### config.mk
export PLATFORM = sky130hd
export DESIGN_NAME = escaped_length_frame_deframer_unit_flat
export DESIGN_NICKNAME = d
export VERILOG_FILES = /design/src/eld_pkg.sv /design/src/eld_if.sv /design/src/eld_ram.sv /design/src/eld_front.sv /design/src/eld_queue.sv /design/src/eld_back.sv /design/src/escaped_length_frame_deframer_unit.sv /design/src/flat_wrapper.sv
export SDC_FILE = /design/constraint.sdc
export NUM_CORES = 1
export LEC_CHECK = 0
export BUFFER_PORTS_ARGS = -buffer_cell sky130_fd_sc_hd__buf_2
export CAP_MARGIN = 20
export CORE_ASPECT_RATIO = 1.4
export CORE_UTILIZATION = 30
export CTS_CLUSTER_SIZE = 12
export DETAILED_ROUTE_END_ITERATION = 6
export PLACE_DENSITY = 0.52
export SETUP_SLACK_MARGIN = 0.4
export SLEW_MARGIN = 20
export SYNTH_ARGS = -nofsm -noshare
export SYNTH_HDL_FRONTEND = slang
export SYNTH_SLANG_ARGS = --single-unit
export TNS_END_PERCENT = 20
### constraint.sdc
create_clock -name clock -period 8.35 [get_ports clock]
set_clock_uncertainty 0.05 [all_clocks]
set_input_delay 1.2525 -clock clock [delete_from_list [all_inputs] [get_ports clock]]
set_output_delay 1.2525 -clock clock [all_outputs]
set_load 0.1 [all_outputs]
### src/eld_pkg.sv
package eld_pkg;

   // Result kinds, as seen on the result channel.
   typedef enum logic [2:0] {
      KIND_DATA     = 3'd0,
      KIND_EMPTY_OK = 3'd1,
      KIND_BAD_SUM  = 3'd2,
      KIND_TOO_BIG  = 3'd3,
      KIND_STRAY    = 3'd4,
      KIND_TIMEOUT  = 3'd5
   } kind_type;

   // Parser phase of the front end.
   typedef enum logic [1:0] {
      PH_HUNT  = 2'd0,
      PH_SIZE  = 2'd1,
      PH_DATA  = 2'd2,
      PH_CHECK = 2'd3
   } phase_type;

   // Sequencer state of the back end.
   typedef enum logic [1:0] {
      BK_IDLE = 2'd0,
      BK_READ = 2'd1,
      BK_LOAD = 2'd2
   } back_state_type;

   // Register addresses (word index on the CSR port).
   typedef enum logic [1:0] {
      REG_START_BYTE  = 2'd0,
      REG_ESCAPE_BYTE = 2'd1,
      REG_ESCAPE_MASK = 2'd2,
      REG_UNUSED      = 2'd3
   } reg_index_type;

   localparam logic [7:0] START_BYTE_RESET  = 8'h7E;
   localparam logic [7:0] ESCAPE_BYTE_RESET = 8'h7D;
   localparam logic [7:0] ESCAPE_MASK_RESET = 8'h20;

   // Depth of the command queue between front and back.
   localparam int unsigned QUEUE_DEPTH = 4;

   // Framing configuration handed to the front end.
   typedef struct packed {
      logic [7:0] start_byte;
      logic [7:0] escape_byte;
      logic [7:0] escape_mask;
   } cfg_type;

   // One command for the back end. For a good frame with payload the kind
   // is KIND_DATA and data holds the frame length; otherwise data is the
   // byte reported with the status.
   typedef struct packed {
      kind_type   kind;
      logic [7:0] data;
   } cmd_type;

endpackage

### src/eld_if.sv
// Input channel: one received byte or one idle-timeout tick per item.
interface eld_req_if;
   logic       valid;
   logic       ready;
   logic [7:0] rx_byte;
   logic       idle_timeout;

   modport source (output valid, output rx_byte, output idle_timeout, input ready);
   modport sink (input valid, input rx_byte, input idle_timeout, output ready);
endinterface

// Result channel: payload bytes and status results.
interface eld_rsp_if;
   logic       valid;
   logic       ready;
   logic [2:0] kind;
   logic [7:0] payload_byte;
   logic       last;

   modport source (output valid, output kind, output payload_byte, output last, input ready);
   modport sink (input valid, input kind, input payload_byte, input last, output ready);
endinterface

### src/eld_ram.sv
module eld_ram #(
   parameter int unsigned WIDTH = 8,
   parameter int unsigned DEPTH = 64
) (
   input  logic                     clock,
   input  logic                     wr_en,
   input  logic [$clog2(DEPTH)-1:0] wr_addr,
   input  logic [WIDTH-1:0]         wr_data,
   input  logic                     rd_en,
   input  logic [$clog2(DEPTH)-1:0] rd_addr,
   output logic [WIDTH-1:0]         rd_data
);
   logic [WIDTH-1:0] mem_ff [DEPTH];
   logic [WIDTH-1:0] rd_data_ff;

   // One write port, one registered read port.
   always_ff @(posedge clock) begin
      if (wr_en) begin
         mem_ff[wr_addr] <= wr_data;
      end
      if (rd_en) begin
         rd_data_ff <= mem_ff[rd_addr];
      end
   end

   assign rd_data = rd_data_ff;
endmodule

### src/eld_front.sv
module eld_front #(
   parameter int unsigned STORE_DEPTH = 64
) (
   input  logic                           clock,
   input  logic                           reset,
   input  eld_pkg::cfg_type               cfg,
   input  logic                           in_valid,
   output logic                           in_ready,
   input  logic [7:0]                     in_byte,
   input  logic                           in_tick,
   input  logic                           q_full,
   output logic                           push,
   output eld_pkg::cmd_type               push_cmd,
   input  logic                           replay_done,
   output logic                           wr_en,
   output logic [$clog2(STORE_DEPTH)-1:0] wr_addr,
   output logic [7:0]                     wr_data
);
   import eld_pkg::*;

   localparam int unsigned LEN_W = $clog2(STORE_DEPTH);

   phase_type        phase_ff, phase_in;
   logic             esc_ff, esc_in;
   logic [LEN_W-1:0] len_ff, len_in;
   logic [LEN_W-1:0] fill_ff, fill_in;
   logic [7:0]       xor_ff, xor_in;
   logic             owed_ff, owed_in;
   logic             accept;
   logic             is_esc;
   logic [7:0]       decoded;
   logic [LEN_W:0]   fill_next;

   // A payload byte waits while the store still holds a frame being replayed.
   assign in_ready  = !q_full && !((phase_ff == PH_DATA) && owed_ff);
   assign accept    = in_valid && in_ready;
   assign is_esc    = (in_byte == cfg.escape_byte);
   assign decoded   = esc_ff ? (in_byte ^ cfg.escape_mask) : in_byte;
   assign fill_next = {1'b0, fill_ff} + 1'b1;
   assign wr_addr   = fill_ff;
   assign wr_data   = decoded;

   always_ff @(posedge clock) begin
      if (reset) begin
         phase_ff <= PH_HUNT;
         esc_ff   <= 1'b0;
         len_ff   <= '0;
         fill_ff  <= '0;
         xor_ff   <= '0;
         owed_ff  <= 1'b0;
      end else begin
         phase_ff <= phase_in;
         esc_ff   <= esc_in;
         len_ff   <= len_in;
         fill_ff  <= fill_in;
         xor_ff   <= xor_in;
         owed_ff  <= owed_in;
      end
   end

   // Parser: classify each accepted item and queue any result it causes.
   always_comb begin
      phase_in = phase_ff;
      esc_in   = esc_ff;
      len_in   = len_ff;
      fill_in  = fill_ff;
      xor_in   = xor_ff;
      owed_in  = owed_ff && !replay_done;
      push     = 1'b0;
      push_cmd = '{kind: KIND_DATA, data: 8'h00};
      wr_en    = 1'b0;
      if (accept) begin
         if (in_tick) begin
            if (phase_ff != PH_HUNT) begin
               phase_in = PH_HUNT;
               push     = 1'b1;
               push_cmd = '{kind: KIND_TIMEOUT, data: 8'h00};
            end
         end else if (phase_ff == PH_HUNT) begin
            if (in_byte == cfg.start_byte) begin
               fill_in  = '0;
               phase_in = PH_SIZE;
            end else begin
               push     = 1'b1;
               push_cmd = '{kind: KIND_STRAY, data: in_byte};
            end
         end else if (is_esc) begin
            esc_in = 1'b1;
         end else begin
            esc_in = 1'b0;
            unique case (phase_ff)
               PH_HUNT: begin
               end
               PH_SIZE: begin
                  if ({1'b0, decoded} > 9'(STORE_DEPTH - 1)) begin
                     phase_in = PH_HUNT;
                     push     = 1'b1;
                     push_cmd = '{kind: KIND_TOO_BIG, data: decoded};
                  end else begin
                     len_in   = decoded[LEN_W-1:0];
                     xor_in   = decoded;
                     fill_in  = '0;
                     phase_in = (decoded == 8'h00) ? PH_CHECK : PH_DATA;
                  end
               end
               PH_DATA: begin
                  wr_en   = 1'b1;
                  xor_in  = xor_ff ^ decoded;
                  fill_in = fill_next[LEN_W-1:0];
                  if (fill_next >= {1'b0, len_ff}) begin
                     phase_in = PH_CHECK;
                  end
               end
               PH_CHECK: begin
                  phase_in = PH_HUNT;
                  push     = 1'b1;
                  if (decoded != xor_ff) begin
                     push_cmd = '{kind: KIND_BAD_SUM, data: decoded};
                  end else if (len_ff == '0) begin
                     push_cmd = '{kind: KIND_EMPTY_OK, data: 8'h00};
                  end else begin
                     push_cmd = '{kind: KIND_DATA, data: 8'(len_ff)};
                     owed_in  = 1'b1;
                  end
               end
            endcase
         end
      end
   end

`ifndef SYNTHESIS
   a_no_push_when_full: assert property (@(posedge clock) disable iff (reset)
      push |-> !q_full)
      else $error("command pushed into a full queue");

   a_no_write_during_replay: assert property (@(posedge clock) disable iff (reset)
      wr_en |-> !owed_ff)
      else $error("payload store written while a replay is pending");
`endif
endmodule

### src/eld_queue.sv
module eld_queue #(
   parameter int unsigned DEPTH = 4
) (
   input  logic             clock,
   input  logic             reset,
   input  logic             push,
   input  eld_pkg::cmd_type push_cmd,
   input  logic             pop,
   output eld_pkg::cmd_type head,
   output logic             full,
   output logic             empty
);
   import eld_pkg::*;

   localparam int unsigned PTR_W = (DEPTH > 1) ? $clog2(DEPTH) : 1;
   localparam int unsigned CNT_W = $clog2(DEPTH + 1);

   cmd_type          slot_ff [DEPTH];
   logic [PTR_W-1:0] wr_ptr_ff, wr_ptr_in;
   logic [PTR_W-1:0] rd_ptr_ff, rd_ptr_in;
   logic [CNT_W-1:0] count_ff, count_in;

   assign full  = (count_ff == CNT_W'(DEPTH));
   assign empty = (count_ff == '0);
   assign head  = slot_ff[rd_ptr_ff];

   // Pointer and occupancy update.
   always_comb begin
      wr_ptr_in = wr_ptr_ff;
      rd_ptr_in = rd_ptr_ff;
      count_in  = count_ff;
      if (push) begin
         wr_ptr_in = (wr_ptr_ff == PTR_W'(DEPTH - 1)) ? '0 : wr_ptr_ff + 1'b1;
      end
      if (pop) begin
         rd_ptr_in = (rd_ptr_ff == PTR_W'(DEPTH - 1)) ? '0 : rd_ptr_ff + 1'b1;
      end
      if (push && !pop) begin
         count_in = count_ff + 1'b1;
      end else if (pop && !push) begin
         count_in = count_ff - 1'b1;
      end
   end

   always_ff @(posedge clock) begin
      if (reset) begin
         wr_ptr_ff <= '0;
         rd_ptr_ff <= '0;
         count_ff  <= '0;
      end else begin
         wr_ptr_ff <= wr_ptr_in;
         rd_ptr_ff <= rd_ptr_in;
         count_ff  <= count_in;
      end
   end

   always_ff @(posedge clock) begin
      if (push) begin
         slot_ff[wr_ptr_ff] <= push_cmd;
      end
   end
endmodule

### src/eld_back.sv
module eld_back #(
   parameter int unsigned STORE_DEPTH = 64
) (
   input  logic                           clock,
   input  logic                           reset,
   input  eld_pkg::cmd_type               head,
   input  logic                           q_empty,
   output logic                           pop,
   output logic                           rd_en,
   output logic [$clog2(STORE_DEPTH)-1:0] rd_addr,
   input  logic [7:0]                     rd_data,
   output logic                           replay_done,
   output logic                           out_valid,
   input  logic                           out_ready,
   output logic [2:0]                     out_kind,
   output logic [7:0]                     out_byte,
   output logic                           out_last
);
   import eld_pkg::*;

   localparam int unsigned LEN_W = $clog2(STORE_DEPTH);

   back_state_type   state_ff, state_in;
   logic [LEN_W-1:0] len_ff, len_in;
   logic [LEN_W-1:0] idx_ff, idx_in;
   logic             valid_ff, valid_in;
   kind_type         kind_ff, kind_in;
   logic [7:0]       byte_ff, byte_in;
   logic             last_ff, last_in;
   logic             out_free;
   logic [LEN_W:0]   idx_next;
   logic             at_last;

   assign out_free  = !valid_ff || out_ready;
   assign idx_next  = {1'b0, idx_ff} + 1'b1;
   assign at_last   = (idx_next == {1'b0, len_ff});
   assign rd_addr   = idx_ff;
   assign out_valid = valid_ff;
   assign out_kind  = kind_ff;
   assign out_byte  = byte_ff;
   assign out_last  = last_ff;

   always_ff @(posedge clock) begin
      if (reset) begin
         state_ff <= BK_IDLE;
         valid_ff <= 1'b0;
         len_ff   <= '0;
         idx_ff   <= '0;
      end else begin
         state_ff <= state_in;
         valid_ff <= valid_in;
         len_ff   <= len_in;
         idx_ff   <= idx_in;
      end
   end

   // Output register payload.
   always_ff @(posedge clock) begin
      kind_ff <= kind_in;
      byte_ff <= byte_in;
      last_ff <= last_in;
   end

   // Sequencer: status commands pass straight out, good frames replay from the store.
   always_comb begin
      state_in    = state_ff;
      len_in      = len_ff;
      idx_in      = idx_ff;
      valid_in    = valid_ff && !out_ready;
      kind_in     = kind_ff;
      byte_in     = byte_ff;
      last_in     = last_ff;
      pop         = 1'b0;
      rd_en       = 1'b0;
      replay_done = 1'b0;
      unique case (state_ff)
         BK_IDLE: begin
            if (!q_empty && out_free) begin
               pop = 1'b1;
               if (head.kind == KIND_DATA) begin
                  len_in   = head.data[LEN_W-1:0];
                  idx_in   = '0;
                  state_in = BK_READ;
               end else begin
                  valid_in = 1'b1;
                  kind_in  = head.kind;
                  byte_in  = head.data;
                  last_in  = 1'b1;
               end
            end
         end
         BK_READ: begin
            rd_en    = 1'b1;
            state_in = BK_LOAD;
         end
         BK_LOAD: begin
            if (out_free) begin
               valid_in = 1'b1;
               kind_in  = KIND_DATA;
               byte_in  = rd_data;
               last_in  = at_last;
               if (at_last) begin
                  replay_done = 1'b1;
                  state_in    = BK_IDLE;
               end else begin
                  idx_in   = idx_next[LEN_W-1:0];
                  state_in = BK_READ;
               end
            end
         end
         default: begin
            state_in = BK_IDLE;
         end
      endcase
   end

`ifndef SYNTHESIS
   a_replay_in_range: assert property (@(posedge clock) disable iff (reset)
      (state_ff == BK_LOAD) |-> ({1'b0, idx_ff} < {1'b0, len_ff}))
      else $error("replay index beyond frame length");
`endif
endmodule

### src/escaped_length_frame_deframer_unit.sv
// Escaped, length-prefixed frame deframer with an XOR check byte.
// Input channel req_chan carries one received byte, or one idle-timeout tick,
// per item. The front end hunts for the start byte, removes escapes, checks
// the size, stores the payload and compares the check byte. Result channel
// rsp_chan delivers a good frame as a burst of payload items, last set on
// the final byte; an empty frame or an error gives one status item, last set.
// A status item is written into the command queue and then into the output
// register. A good frame is queued on its check byte; the back end then reads
// each payload byte from the store, which has a registered read port, and
// loads it into the output register before it reads the next one.
// The front end takes one item per cycle while the queue has room. A payload
// byte of the next frame is held off while the previous frame is still being
// replayed, since both share the store. A four-entry command queue separates
// the two halves, so a stalled receiver only backs up the input once it fills.
// Reset (synchronous) empties the queue and output register, returns to
// hunting and restores the start byte 0x7E, escape byte 0x7D and mask 0x20.
// The CSR port holds these three registers at byte addresses 0, 4 and 8.
module escaped_length_frame_deframer_unit #(
   parameter int unsigned STORE_DEPTH = 64
) (
   input  logic        clock,
   input  logic        reset,
   eld_req_if.sink     req_chan,
   eld_rsp_if.source   rsp_chan,
   input  logic        csr_psel,
   input  logic        csr_penable,
   input  logic        csr_pwrite,
   input  logic [3:0]  csr_paddr,
   input  logic [31:0] csr_pwdata,
   output logic [31:0] csr_prdata,
   output logic        csr_pready
);
   import eld_pkg::*;

   localparam int unsigned ADDR_W = $clog2(STORE_DEPTH);

   cfg_type            cfg_ff, cfg_in;
   reg_index_type      reg_sel;
   logic               csr_write;
   logic               q_full, q_empty, push, pop;
   cmd_type            push_cmd, head;
   logic               replay_done;
   logic               wr_en, rd_en;
   logic [ADDR_W-1:0]  wr_addr, rd_addr;
   logic [7:0]         wr_data, rd_data;

   // Configuration registers.
   assign csr_pready = 1'b1;
   assign reg_sel    = reg_index_type'(csr_paddr[3:2]);
   assign csr_write  = csr_psel && csr_penable && csr_pwrite && csr_pready;

   always_comb begin
      cfg_in = cfg_ff;
      if (csr_write) begin
         unique case (reg_sel)
            REG_START_BYTE:  cfg_in.start_byte  = csr_pwdata[7:0];
            REG_ESCAPE_BYTE: cfg_in.escape_byte = csr_pwdata[7:0];
            REG_ESCAPE_MASK: cfg_in.escape_mask = csr_pwdata[7:0];
            REG_UNUSED: begin
            end
         endcase
      end
   end

   always_comb begin
      unique case (reg_sel)
         REG_START_BYTE:  csr_prdata = {24'h0, cfg_ff.start_byte};
         REG_ESCAPE_BYTE: csr_prdata = {24'h0, cfg_ff.escape_byte};
         REG_ESCAPE_MASK: csr_prdata = {24'h0, cfg_ff.escape_mask};
         REG_UNUSED:      csr_prdata = 32'h0;
      endcase
   end

   always_ff @(posedge clock) begin
      if (reset) begin
         cfg_ff <= '{start_byte: START_BYTE_RESET, escape_byte: ESCAPE_BYTE_RESET,
                     escape_mask: ESCAPE_MASK_RESET};
      end else begin
         cfg_ff <= cfg_in;
      end
   end

   // Front end: parser and store writer.
   eld_front #(.STORE_DEPTH(STORE_DEPTH)) u_front (
      .clock       (clock),
      .reset       (reset),
      .cfg         (cfg_ff),
      .in_valid    (req_chan.valid),
      .in_ready    (req_chan.ready),
      .in_byte     (req_chan.rx_byte),
      .in_tick     (req_chan.idle_timeout),
      .q_full      (q_full),
      .push        (push),
      .push_cmd    (push_cmd),
      .replay_done (replay_done),
      .wr_en       (wr_en),
      .wr_addr     (wr_addr),
      .wr_data     (wr_data)
   );

   // Command queue between the halves.
   eld_queue #(.DEPTH(QUEUE_DEPTH)) u_queue (
      .clock    (clock),
      .reset    (reset),
      .push     (push),
      .push_cmd (push_cmd),
      .pop      (pop),
      .head     (head),
      .full     (q_full),
      .empty    (q_empty)
   );

   // Payload store.
   eld_ram #(.WIDTH(8), .DEPTH(STORE_DEPTH)) u_store (
      .clock   (clock),
      .wr_en   (wr_en),
      .wr_addr (wr_addr),
      .wr_data (wr_data),
      .rd_en   (rd_en),
      .rd_addr (rd_addr),
      .rd_data (rd_data)
   );

   // Back end: result sequencer and output register.
   eld_back #(.STORE_DEPTH(STORE_DEPTH)) u_back (
      .clock       (clock),
      .reset       (reset),
      .head        (head),
      .q_empty     (q_empty),
      .pop         (pop),
      .rd_en       (rd_en),
      .rd_addr     (rd_addr),
      .rd_data     (rd_data),
      .replay_done (replay_done),
      .out_valid   (rsp_chan.valid),
      .out_ready   (rsp_chan.ready),
      .out_kind    (rsp_chan.kind),
      .out_byte    (rsp_chan.payload_byte),
      .out_last    (rsp_chan.last)
   );
endmodule

### src/flat_wrapper.sv
// flat-port wrapper written by rule: the top's interface ports become plain ports
module escaped_length_frame_deframer_unit_flat import eld_pkg::*;
#(
   parameter int unsigned STORE_DEPTH = 64
)
  (clock, reset, csr_psel, csr_penable, csr_pwrite, csr_paddr, csr_pwdata, csr_prdata, csr_pready, req_chan_valid, req_chan_rx_byte, req_chan_idle_timeout, req_chan_ready, rsp_chan_valid, rsp_chan_kind, rsp_chan_payload_byte, rsp_chan_last, rsp_chan_ready);
  eld_req_if req_chan_i ();
  eld_rsp_if rsp_chan_i ();
  input  logic clock;
  input  logic reset;
  input  logic csr_psel;
  input  logic csr_penable;
  input  logic csr_pwrite;
  input  logic [3:0] csr_paddr;
  input  logic [31:0] csr_pwdata;
  output logic [31:0] csr_prdata;
  output logic csr_pready;
  input wire logic [$bits(req_chan_i.valid)-1:0] req_chan_valid;
  input wire logic [$bits(req_chan_i.rx_byte)-1:0] req_chan_rx_byte;
  input wire logic [$bits(req_chan_i.idle_timeout)-1:0] req_chan_idle_timeout;
  output wire logic [$bits(req_chan_i.ready)-1:0] req_chan_ready;
  output wire logic [$bits(rsp_chan_i.valid)-1:0] rsp_chan_valid;
  output wire logic [$bits(rsp_chan_i.kind)-1:0] rsp_chan_kind;
  output wire logic [$bits(rsp_chan_i.payload_byte)-1:0] rsp_chan_payload_byte;
  output wire logic [$bits(rsp_chan_i.last)-1:0] rsp_chan_last;
  input wire logic [$bits(rsp_chan_i.ready)-1:0] rsp_chan_ready;
  assign req_chan_i.valid = req_chan_valid;
  assign req_chan_i.rx_byte = req_chan_rx_byte;
  assign req_chan_i.idle_timeout = req_chan_idle_timeout;
  assign req_chan_ready = req_chan_i.ready;
  assign rsp_chan_valid = rsp_chan_i.valid;
  assign rsp_chan_kind = rsp_chan_i.kind;
  assign rsp_chan_payload_byte = rsp_chan_i.payload_byte;
  assign rsp_chan_last = rsp_chan_i.last;
  assign rsp_chan_i.ready = rsp_chan_ready;
  escaped_length_frame_deframer_unit #(.STORE_DEPTH(STORE_DEPTH)) u_core (.clock(clock), .reset(reset), .req_chan(req_chan_i), .rsp_chan(rsp_chan_i), .csr_psel(csr_psel), .csr_penable(csr_penable), .csr_pwrite(csr_pwrite), .csr_paddr(csr_paddr), .csr_pwdata(csr_pwdata), .csr_prdata(csr_prdata), .csr_pready(csr_pready));
endmodule
== After elaboration in Yosys (flattened, before gate mapping) ==
Memory sizes are Yosys's and may differ from the RTL's. A register that Yosys moved wholly into a read port is not among the register bits.
Cells that the tools add are included.

* Add/sub/neg operators: 6
* Equality and inequality tests: 28
* Bitwise operators: 6
* Reductions and logical operators: 44
* Order comparisons: 2
* Multiplexer cells: 91

{| class="wikitable"
|+ Operators by type and width
! operator !! count
|-
| $pmux 32 s4 || 1
|-
| $mux 11 || 5
|-
| $mux 6 || 8
|-
| $mux 8 || 5
|-
| $mux 1 || 38
|-
| $pmux 8 s2 || 2
|-
| $mux 10 || 3
|-
| $mux 2 || 14
|-
| $pmux 6 s2 || 2
|-
| $reduce_and 6->1 || 4
|-
| $pmux 10 s2 || 1
|-
| $eq 8x8->1 || 2
|-
| $xor 8x8->8 || 2
|-
| $mux 3 || 5
|-
| $add 6x1->7 const B || 2
|-
| $eq 2x2->1 const B || 7
|-
| $ne 2x2->1 const B || 6
|-
| $pmux 2 s3 || 2
|-
| $logic_and 1x1->1 || 10
|-
| $mux 9 || 1
|-
| $reduce_and 3->1 || 3
|-
| $gt 8x6->1 const B || 1
|-
| $logic_not 1->1 || 8
|-
| $logic_not 8->1 || 1
|-
| other kinds (25) || 44
|}

* Memory bits (writable): 556
* Flip-flop bits (word level): 82
* Memories: 2
* Output and inout port bits: 47
* Bits of input ports: 52

{| class="wikitable"
|+ Memory list
! memory !! words !! width !! rd ports !! clocked after Yosys merged registers in !! write ports !! RTL line !! text
|-
| u_core.u_store.mem_ff || 64 || 8 || 1 || 1 || 1 || eld_ram.sv:13 || <nowiki>logic [WIDTH-1:0] mem_ff [DEPTH];</nowiki>
|-
| u_core.u_queue.slot_ff || 4 || 11 || 1 || 1 || 1 || eld_queue.sv:18 || <nowiki>cmd_type slot_ff [DEPTH];</nowiki>
|}

== Logic depth before layout (Yosys ltp) ==
* Depth after elaboration: 14
* Depth in mapped cells: 13
* Gate-level depth less buffers: 13

== Cells and area by module ==
A second synthesis with hierarchy kept.

* Cells, all modules: 1682
* Area, all modules: 27575.2 um^2

{| class="wikitable"
|+ Modules (own cells, without submodules)
! module !! seq. area each (um^2) !! instances !! cells each !! area an instance (um^2)
|-
| eld_ram || 15615.0 || 1 || 972 || 20270.7
|-
| eld_front || 480.5 || 1 || 306 || 2474.9
|-
| eld_queue || 1501.4 || 1 || 101 || 2029.4
|-
| eld_back || 660.6 || 1 || 151 || 1410.1
|-
| escaped_length_frame_deframer_unit || 480.5 || 1 || 152 || 1390.1
|}

== Worst setup path before layout ==
Ideal clock, no wire load.

* Path kind: in2out
* Start point: input port csr_paddr[3]
* End point: output port csr_prdata[5]
* Arrival time: 4.207 ns
* Path buffers: 2
* Setup slack: 2.840 ns
* Data required time: 7.048 ns
* Cell stages on the path: 4
* Cell sequence: clkbuf_1 clkbuf_1 mux2i_1 o21ai_0

* Word-level cells in the longest chain between the ends: 2
* Elaborated cells on any way between the ends: 5
* Classes of those cells: 3 x eq/ne; 1 x mux; 1 x reduce/logical

{| class="wikitable"
|+ Ends and longest elaborated chain
! what !! RTL line !! text
|-
| from (decl) || flat_wrapper.sv:14 || <nowiki>input logic [3:0] csr_paddr;</nowiki>
|-
| $eq 2x2->1, or another cell as far along || escaped_length_frame_deframer_unit.sv:66 || <nowiki>unique case (reg_sel)</nowiki>
|-
| $pmux 32 s4 * || escaped_length_frame_deframer_unit.sv:66 ||
|-
| to (decl) || flat_wrapper.sv:16 || <nowiki>output logic [31:0] csr_prdata;</nowiki>
|}

Mark *: on every way between the ends. The rest lies on a longest branch, timed or not. The select of a mux whose other input is x is not followed.

== Worst setup path after layout ==
* Start point: register u_core.u_front.phase_ff[0]
* End point: memory u_core.u_store.mem_ff[11][7], enable pin

* Word-level cells in the longest chain between the ends: 8
* Elaborated cells on any way between the ends: 13
* Classes of those cells: 1 x eq/ne; 7 x mux; 5 x reduce/logical

{| class="wikitable"
|+ Ends and longest elaborated chain
! what !! RTL line !! text
|-
| from (decl) || eld_front.sv:23 || <nowiki>phase_type phase_ff, phase_in;</nowiki>
|-
| from (signal assigned) || eld_front.sv:52 || <nowiki>phase_ff <= phase_in;</nowiki>
|-
| $eq 2x2->1 || eld_front.sv:35, eld_front.sv:91 ||
|-
| $mux 1 or $logic_and 1x1->1 (tied branches) || eld_front.sv:91, eld_front.sv:35 ||
|-
| $mux 1 or $logic_not 1->1 (tied branches) || eld_front.sv:87, eld_front.sv:35 ||
|-
| $mux 1 or $logic_and 1x1->1 (tied branches) || eld_front.sv:79, eld_front.sv:35 ||
|-
| $mux 1 or $logic_and 1x1->1 (tied branches) || eld_front.sv:73, eld_front.sv:36 ||
|-
| $mux 1 * || eld_front.sv:72 || <nowiki>if (accept) begin</nowiki>
|-
| $mux 1 * || eld_ram.sv:18 || <nowiki>if (wr_en) begin</nowiki>
|-
| $mux 1 (implied by the code) * || eld_ram.sv:19 || <nowiki>mem_ff[wr_addr] <= wr_data;</nowiki>
|-
| to (decl) || eld_ram.sv:13 ||
|}

Mark *: on every way between the ends. The rest lies on a longest branch, timed or not.

==> metrics.cfg <==
[critical_path]
worstPathRequired_ns=8.53
cp_top_family=simple AND/OR/NAND/NOR gates
crit_path_end_kind=flop
slowest_delay_ns=1.03
cp_cell_sequence=inv_1, ha_1, nor2_1, nand4_1, a21oi_1, nand4_1, nor2_1
cp_num_buf_inv=1
crit_slowest_cell=nor2_1
start_kind=flop
cp.arrival_ns=4.62
cp_max_fo=10
path_class=reg2reg

[timing]
finalCriticalPeriod_ns=4.44
rsz0062_at_grt=no
holdWs_ns=0.429
tns_ns=0
worstMarginPinSlew_ns=1.04
setup_ws_ns=3.91
hold_viol=0
fmax_ghz=0.225
slew_headroom_pct=30.5
setup_violations=0
drv_slew=0
fin_crit_sh_pct=53.1

[power_and_ir_drop]
p_leak_nw=9.41
power.density_nw_per_um2=236
irDropWorstVdd_mv=0.357
finalPower_mw=7.17

[routing]
routed_wl_um=64600
vias=14000
first_pass_iters=7
ant_nets=0
drc_errors=0
drt_iter0_markers=977
viasPerCell=4.92
wl_per_cell_um=22.8

[global_routing]
grt_util_met2_pct=25.5
grt-busiest-layer=met2
use_met1_pct=17.1
antenna_found_initial=0
grt_pass1_vias=14300
grt_pass1_wl_um=95800
use_met3_pct=2.04
grt_use_total_pct=14.1
grt_max_degree=77
gr-total-overflow=0

[die]
dieWidth_um=256
core-area_um2=89600
pin_count=99
die_h_um=358
start_util_pct=30.3
num_rows=130
dieArea_um2=91700

[logic_synthesis]
synthCells=1571
synth_edf_count=576
synth-seq-cells=648
synth_seq_area_share_pct=69.1
synthDistinctLibCells=67
async_reset_ff_share_pct=0
syn_avg_cell_area_um2=17.3
synth_area_um2=27100
synth_warnings=0
yosys_most_used_dff=edfxtp_1

[placed_design]
gp_congestion=0.795
dp_slack_ns=3.44
dpl-instance-area_um2=28500
dp_hpwl_um=40200
io_buffers=47
dp.cells=2736

[cts]
clk_pin_slew_ns=0.06
clk_path_buf_depth=3
post_cts_buffers=0
cts_resized=0
htreeDepth=3
cts_buffers=66
hold_buffers=0
cts_tree=yes
clock-sinks=648
cts-root-buf=clkbuf_16
clkLatencyLatePin_ns=0.62

[layout]
syn_to_final_growth_pct=11.9
multi_input_area_um2=7750
finalInstanceArea_um2=30300
drive_above_1_share_pct=19.6
nNetsFinal=1687
fill_cells=8497
fin_cells=2835
seqCellArea_um2=18700
antennaDiodeCount=0
final_util_pct=33.9

[hold_path]
hold_path_class=reg2reg

[outcome]
status=finished clean

[run]
cap_violations=0

-- state kept, by name, indices dropped and copies added, names as in the netlist, 6 cells and up, named ones only --
signal,flops
u_core.u_back.out_byte,8
u_core.u_front.xor_ff,8
u_core.u_store.mem_ff,512
u_core.u_store.rd_data,8
u_core.u_front.len_ff,6
u_core.u_back.len_ff,6
u_core.u_back.rd_addr,6
u_core.cfg_ff,24
u_core.u_front.wr_addr,6
u_core.u_queue.slot_ff,44
-- cells by family after synthesis --
group,Yosys count,synth area share (%)
other,2,0.0277
adders and majority gates,19,0.904
DFF,648,69.1
AOI/OAI and AO/OA,138,3.34
muxes,216,15.8
xor gates and xnor gates,48,1.83
buffers and inverters,139,2.82
and+or+nand+nor,361,6.18
-- layout make-up --
class | instances | share of cell area, %
Clock buffer | 84 | 5.84
Clock inverter | 15 | 0.350
Inverter | 28 | 0.350
Multi-Input combinational cell | 807 | 25.5
Sequential cell | 648 | 61.8
Tap cell | 1188 | 4.90
Timing Repair Buffer | 65 | 1.26
-- layout by cell type, fill, tap and decap left out, types with 12 or more instances in the layout --
cell type,instances
mux4_1,16
conb_1,25
xnor2_1,12
mux2i_1,45
ha_1,18
buf_2,47
and2_1,16
nand3_1,41
mux4_2,149
dfxtp_1,69
clkbuf_1,15
nand2_1,116
xor2_1,26
o21ai_0,34
edfxtp_1,576
buf_4,17
nor3_1,14
clkbuf_16,68
a21oi_1,37
nor2_1,117
inv_1,24
-- synth_stat cells (all sizes together), types with 5 or more instances --
cell type / count / share of area [%]
o31ai: 8 / 0.22
buf: 71 / 1.9
mux4: 165 / 14
nor2: 117 / 1.6
nand3: 41 / 0.76
o211ai: 5 / 0.14
xnor2: 17 / 0.55
mux2i: 45 / 1.7
o21ai: 34 / 0.63
a221oi: 6 / 0.19
nand4b: 6 / 0.19
nor3: 16 / 0.33
edfxtp: 576 / 64
inv: 28 / 0.39
clkbuf: 40 / 0.55
ha: 18 / 0.83
a221o: 6 / 0.22
nor4: 8 / 0.26
and2: 16 / 0.37
xor2: 26 / 0.84
a31oi: 8 / 0.18
dfxtp: 72 / 5.3
xor3: 5 / 0.44
nand2: 116 / 1.6
nand4: 8 / 0.18
mux2: 6 / 0.25
nor2b: 8 / 0.18
a21oi: 37 / 0.68
-- final timing paths --
check | start | to | slack [ns] | cells past startpoint
worst max-delay path | u_core.u_front.phase_ff[0]$_SDFFE_PP0P_ | u_core.u_store.mem_ff[11][7]$_DFFE_PP_ | 3.91 | 7
worst min-delay path | u_core.cfg_ff[1]$_SDFFE_PP0P_ | u_core.cfg_ff[1]$_SDFFE_PP0P_ | 0.43 | 2
worst max register to register | u_core.u_front.phase_ff[0]$_SDFFE_PP0P_ | u_core.u_store.mem_ff[11][7]$_DFFE_PP_ | 3.91 | 7
worst min register to register | u_core.cfg_ff[1]$_SDFFE_PP0P_ | u_core.cfg_ff[1]$_SDFFE_PP0P_ | 0.43 | 2
-- worst register-to-register path, cell delays in order, from the launching register on --
cell     delay (ns)
dfxtp_1        0.43
inv_1          0.09
ha_1           0.35
nor2_1         0.33
nand4_1        0.22
a21oi_1        0.59
nand4_1        0.96
nor2_1         1.04
-- report_power, final --
| part | switching, mW | internal (mW) |
|---|---|---|
| Combinational | 0.589 | 0.218 |
| Clock | 1.20 | 1.49 |
| Sequential | 0.0595 | 3.61 |
| Total | 1.85 | 5.32 |
-- metal layers --
| layer | vias up | part of all wire (%) |
|---|---|---|
| met5 | - | 0 |
| met4 | 0 | 2.6 |
| met3 | 89 | 4.0 |
| met2 | 375 | 53 |
| met1 | 7277 | 40 |
| li1 | 6216 | - |
No activity file was read; power rests on OpenSTA's default activity.
